==> config.mk <==
export PLATFORM = sky130hd
export DESIGN_NAME = gcm_ctrl
export DESIGN_NICKNAME = d
export VERILOG_FILES = /design/src/sv/gcm_pkg.sv /design/src/sv/gcm_ctrl.sv
export SDC_FILE = /design/constraint.sdc
export NUM_CORES = 1
export LEC_CHECK = 0
export BUFFER_PORTS_ARGS = -buffer_cell sky130_fd_sc_hd__buf_2
export CAP_MARGIN = 20
export CORE_MARGIN = 10
export CORE_UTILIZATION = 39
export DETAILED_ROUTE_END_ITERATION = 16
export PLACE_DENSITY = 0.68
export SLEW_MARGIN = 10
export SYNTH_ARGS = -nofsm -noshare
export SYNTH_HDL_FRONTEND = slang
export SYNTH_SLANG_ARGS = --single-unit
==> constraint.sdc <==
create_clock -name clk -period 1.4 [get_ports clk]
set_input_delay 0.07 -clock clk [delete_from_list [all_inputs] [get_ports clk]]
set_output_delay 0.07 -clock clk [all_outputs]
set_load 0.03 [all_outputs]
==> src/sv/gcm_pkg.sv <==
// gcm_pkg: shared types, codes and field widths for the grid cell mover
// used by the channel interfaces, controller, datapath and top level
package gcm_pkg;

  localparam int CMD_W  = 2;
  localparam int POS_W  = 6;
  localparam int MAT_W  = 4;
  localparam int DIR_W  = 4;
  localparam int STEP_W = 7;
  localparam int CFG_W  = 7;
  localparam int IDX_W  = 1;

  localparam logic [CMD_W-1:0] CMD_WRITE = 2'd0;
  localparam logic [CMD_W-1:0] CMD_READ  = 2'd1;
  localparam logic [CMD_W-1:0] CMD_MOVE  = 2'd2;

  localparam logic [IDX_W-1:0] REG_WIDTH  = 1'd0;
  localparam logic [IDX_W-1:0] REG_HEIGHT = 1'd1;

  localparam logic [DIR_W-1:0] DIR_DOWN      = 4'd1;
  localparam logic [DIR_W-1:0] DIR_UP        = 4'd2;
  localparam logic [DIR_W-1:0] DIR_LEFT      = 4'd3;
  localparam logic [DIR_W-1:0] DIR_RIGHT     = 4'd4;
  localparam logic [DIR_W-1:0] DIR_LEFTDOWN  = 4'd5;
  localparam logic [DIR_W-1:0] DIR_LEFTUP    = 4'd6;
  localparam logic [DIR_W-1:0] DIR_RIGHTDOWN = 4'd7;
  localparam logic [DIR_W-1:0] DIR_RIGHTUP   = 4'd8;

  typedef struct packed {
    logic col_dec;
    logic col_inc;
    logic row_dec;
    logic row_inc;
  } dir_step_t;

  typedef enum logic [2:0] {
    RES_NONE,
    RES_WRITE,
    RES_HELD,
    RES_BLANK,
    RES_MOVE
  } res_kind_t;

  typedef struct packed {
    logic      clear;
    logic      load;
    logic      wr_cell;
    logic      rd_start;
    logic      rd_next;
    logic      cap_start;
    logic      step;
    logic      clr_src;
    logic      put_dst;
    logic      out_load;
    res_kind_t res;
  } ctrl_t;

  typedef struct packed {
    logic             clr_last;
    logic [CMD_W-1:0] cmd;
    logic             in_grid;
    logic             steps_zero;
    logic             last_step;
    logic             first_step;
    logic             cell_empty;
  } stat_t;

  function automatic dir_step_t dir_step(input logic [DIR_W-1:0] dir);
    dir_step_t s;
    s = '0;
    case (dir)
      DIR_DOWN:      s.row_dec = 1'b1;
      DIR_UP:        s.row_inc = 1'b1;
      DIR_LEFT:      s.col_dec = 1'b1;
      DIR_RIGHT:     s.col_inc = 1'b1;
      DIR_LEFTDOWN:  begin s.col_dec = 1'b1; s.row_dec = 1'b1; end
      DIR_LEFTUP:    begin s.col_dec = 1'b1; s.row_inc = 1'b1; end
      DIR_RIGHTDOWN: begin s.col_inc = 1'b1; s.row_dec = 1'b1; end
      DIR_RIGHTUP:   begin s.col_inc = 1'b1; s.row_inc = 1'b1; end
      default:       s = '0;
    endcase
    return s;
  endfunction

endpackage

==> src/sv/gcm_ctrl.sv <==
// gcm_ctrl: sequencer for clear, write, read and move commands
// depends on gcm_pkg for the command and status structs
module gcm_ctrl (
  input  logic            clk,
  input  logic            rst_n,
  input  logic            in_valid,
  output logic            in_ready,
  output logic            out_valid,
  input  logic            out_ready,
  input  gcm_pkg::stat_t  st,
  output gcm_pkg::ctrl_t  ctl
);

  typedef enum logic [2:0] {
    S_CLEAR,
    S_IDLE,
    S_START,
    S_FIRST,
    S_CHECK,
    S_CLR_SRC,
    S_PUT_DST,
    S_FINISH
  } state_t;

  state_t              state_r, state_nxt;
  gcm_pkg::res_kind_t  res_r, res_nxt;
  logic                out_valid_r, out_valid_nxt;

  assign in_ready  = (state_r == S_IDLE);
  assign out_valid = out_valid_r;

  always_comb begin
    state_nxt = state_r;
    res_nxt   = res_r;
    ctl       = '0;
    ctl.res   = res_r;
    case (state_r)
      S_CLEAR: begin
        ctl.clear = 1'b1;
        if (st.clr_last) state_nxt = S_IDLE;
      end
      S_IDLE: begin
        if (in_valid) begin
          ctl.load  = 1'b1;
          state_nxt = S_START;
        end
      end
      S_START: begin
        case (st.cmd)
          gcm_pkg::CMD_WRITE: begin
            ctl.wr_cell = 1'b1;
            res_nxt     = gcm_pkg::RES_WRITE;
            state_nxt   = S_FINISH;
          end
          gcm_pkg::CMD_READ, gcm_pkg::CMD_MOVE: begin
            if (st.in_grid) begin
              ctl.rd_start = 1'b1;
              state_nxt    = S_FIRST;
            end else begin
              res_nxt   = gcm_pkg::RES_BLANK;
              state_nxt = S_FINISH;
            end
          end
          default: begin
            res_nxt   = gcm_pkg::RES_NONE;
            state_nxt = S_FINISH;
          end
        endcase
      end
      S_FIRST: begin
        ctl.cap_start = 1'b1;
        if (st.cmd == gcm_pkg::CMD_READ) begin
          res_nxt   = gcm_pkg::RES_HELD;
          state_nxt = S_FINISH;
        end else if (st.steps_zero) begin
          state_nxt = S_CLR_SRC;
        end else begin
          ctl.rd_next = 1'b1;
          state_nxt   = S_CHECK;
        end
      end
      S_CHECK: begin
        if (st.cell_empty) begin
          ctl.step = 1'b1;
          if (st.last_step) state_nxt = S_CLR_SRC;
          else ctl.rd_next = 1'b1;
        end else if (st.first_step) begin
          res_nxt   = gcm_pkg::RES_HELD;
          state_nxt = S_FINISH;
        end else begin
          state_nxt = S_CLR_SRC;
        end
      end
      S_CLR_SRC: begin
        ctl.clr_src = 1'b1;
        state_nxt   = S_PUT_DST;
      end
      S_PUT_DST: begin
        ctl.put_dst = 1'b1;
        res_nxt     = gcm_pkg::RES_MOVE;
        state_nxt   = S_FINISH;
      end
      S_FINISH: begin
        if (!out_valid_r || out_ready) begin
          ctl.out_load = 1'b1;
          state_nxt    = S_IDLE;
        end
      end
      default: state_nxt = S_CLEAR;
    endcase
  end

  always_comb begin
    out_valid_nxt = out_valid_r;
    if (ctl.out_load) out_valid_nxt = 1'b1;
    else if (out_ready) out_valid_nxt = 1'b0;
  end

  always_ff @(posedge clk) begin
    if (!rst_n) begin
      state_r     <= S_CLEAR;
      res_r       <= gcm_pkg::RES_NONE;
      out_valid_r <= 1'b0;
    end else begin
      state_r     <= state_nxt;
      res_r       <= res_nxt;
      out_valid_r <= out_valid_nxt;
    end
  end

  a_no_accept_in_clear: assert property (@(posedge clk) disable iff (!rst_n)
    (state_r == S_CLEAR) |-> !in_ready)
    else $error("input taken during clearing pass");

  a_load_no_overwrite: assert property (@(posedge clk) disable iff (!rst_n)
    ctl.out_load |-> (!out_valid_r || out_ready))
    else $error("result register overwritten before it was taken");

  a_load_shows_valid: assert property (@(posedge clk) disable iff (!rst_n)
    ctl.out_load |=> out_valid_r)
    else $error("loaded result not presented");

  a_dst_after_src: assert property (@(posedge clk) disable iff (!rst_n)
    (state_r == S_PUT_DST) |-> ($past(state_r) == S_CLR_SRC))
    else $error("destination write without clearing the start cell");

endmodule

==> metrics.yaml <==
outcome: "finished, final reports clean"
finish.utilization: 0.5833
synthArstFlopShare: 0
htree_levels: 1
wl_per_cell_microns: 14.73
worstPathArrival_ns: 1.30
setup_viol: 0
die_y_microns: 58.92
setup-tns-final_ns: 0
vias: 637
clk_pin_slew_ns: 0.07
postRouteAntennaNets: 0
ctsHoldBuffers: 0
grt_pass1_wl_microns: 2628
vias_per_cell: 5.491
dieArea_sq_um: 3471
dr.pass1.iters: 4
pin_count: 27
rrSetupSlack_ns: 0.12
globalRouteTotalUtil: 0.09286
seq_area_frac_synth: 0.2373
hold_path_end: "state_r[0]"
gp_congestion: 0.8330
insertion_delay_ns: 0.26
drv_cap: 0
hp-class: "in2reg"
path_class: "reg2out"
syn2layout_area_growth_pct: 34.96
synth_top_area_cell: "dfxtp_1"
die_width_microns: 58.92
reg2reg_depth: 5
grt_pass1_vias: 596
clock_skew_ns: 0.01248
antenna_cells: 0
max_freq_mhz: 727.3
cp_max_fo: 7
drv_slew: 0
cts_tree: "built"
grt-ovfl-total: 0
rsz0062_at_grt: "true"
clock_sinks: 7
core_area_sq_um: 1366
grt_max_degree: 17
finalHoldViolCount: 0
synth-seq-cells: 7
fin_nets: 117
hold_depth: 2
tightest_slew_ns: 0.2962
period_needed_ns: 1.375
relSlewSlack: 0.8008
hp-start: "rst_n"
hpwl_microns: 1283
ys.flop_type: "dfxtp_1"
drtIter0Drc: 22
synthTopCellsByArea: "dfxtp_1 24%, ha_1 6.4%, buf_6 5.7%, nor2b_1 4.2%, o2111a_1 3.8%"
power-per-cell-area_nw_per_um2: 945.5
std_cell_rows: 13
start_kind: "register"
cp.required_ns: 1.33
syn_avg_cell_area_sq_um: 8.437
r2r_end: "res_r[2]"
ys_warn_count: 0
power.total_w: 0.0007536
synth_nets: 85
crit_path_end_kind: "output pin"
period_share: 0.9821
wl_microns: 1709
ys_types: 33
portBuffers: 26
drive_above_1_share: 0.4653
cts_buffers: 3
start_util: 0.4322
drc: 0
antenna_found_initial: 0
synth.top_cell.area_share: 0.2373
cts_buffer_depth: 2
root_buffer: "clkbuf_4"
vdd_drop_max_v: 0.0006832
leakagePower_nw: 0.3923
syn-cell-area_sq_um: 590.6
synth_edf_count: 0
reg2reg_from: "state_r[0]"
syn_inst: 70
==> placed cells by master, fill, tap and decap left out, drive strengths merged, types with 2 or more instances in the layout <==
| cell type | n |
|---|---|
| a21oi | 2 |
| and2 | 3 |
| and3 | 2 |
| buf | 30 |
| clkbuf | 5 |
| dfxtp | 7 |
| ha | 3 |
| inv | 5 |
| nand2 | 4 |
| nand4 | 2 |
| nand4b | 2 |
| nor2 | 5 |
| nor2b | 4 |
| nor3 | 3 |
| o2111a | 2 |
| o21ai | 5 |
==> state kept, by name, indices dropped and copies added (netlist names) <==
register,count
res_r,3
state_r,3
out_valid,1
==> per-layer routing <==
layer  track usage  vias up  wire, microns
met5             0        -              0
met4       0.05902        0             26
met3       0.01288        4             95
met2        0.1441       30            847
met1        0.1162      284            739
li1              -      319              -
==> cells in the mapped netlist, types with 2 or more instances <==
library cell,n
o21ai_0,3
and3_1,2
o21ai_1,2
nand2_1,4
nor2b_1,4
buf_4,2
nand4b_1,2
o2111a_1,2
dfxtp_1,7
ha_1,3
nand4_1,2
nor2_1,5
and2_1,3
buf_6,3
inv_1,5
nor3_1,3
a21oi_1,2
==> critical path, stage by stage (launching register included) <==
cell and delay, ns:
dfxtp_4 0.36, and4bb_4 0.36, nand2_2 0.06, o41ai_2 0.05, buf_4 0.21
==> layout make-up <==
cell class              instances  area, sq um
clock inverters                 1        5.005
fillers                       127        569.3
inverters                       5        18.77
multi-input cells              53        402.9
repair buffers                 32        177.7
well taps                      15        18.77
clock buffers                   3        22.52
flip-flops and latches          7        151.4
==> logic make-up after synthesis <==
logic type                 count (synthesis)  share of synthesized area
AOI/OAI and AO/OA                         17                     0.2182
adders and majority gates                  3                    0.06357
buffers and inverters                     10                     0.1144
DFF                                        7                     0.2373
muxes                                      2                    0.04237
and+or+nand+nor                           31                     0.3241
==> worst max path at each step <==
stage / start / to / slack [ns]
detailed placement: state_r[0] / state_r[1] / 0.11
global placement: state_r[0] / state_r[1] / 0.12
CTS: state_r[1] / ctl[8] / 0.0009
global route: state_r[0] / ctl[8] / -0.03
floorplan: state_r[0] / ctl[5] / 0.05
finish: state_r[0] / ctl[8] / 0.03
==> per-stage QoR <==
stage               instances  area, sq um  worst slack [ns]  hold slack, ns
finish                    116        797.0           0.02511          0.1043
global route              116        797.0          -0.02696          0.1343
detailed placement        108        713.2            0.1070          0.3809
floorplan                  70        598.1           0.04830          0.1875
CTS                       112        754.5         0.0009422          0.1048
global placement          108        713.2            0.1153          0.3800
==> report_power, final <==
| group | internal, W | switching, W |
|---|---|---|
| sequential | 0.000221 | 0.0000268 |
| combinational | 0.000132 | 0.000182 |
| clock | 0.000105 | 0.0000877 |
==> what timing repair did <==
| action | CTS | global route |
|---|---|---|
| setup endpoints to repair | 10 | 6 |
| pin swaps | 1 | 2 |
| buffers inserted | 0 | 4 |
| gates resized for setup | 7 | 7 |
Note: power is estimated with default switching activity, not from simulation.
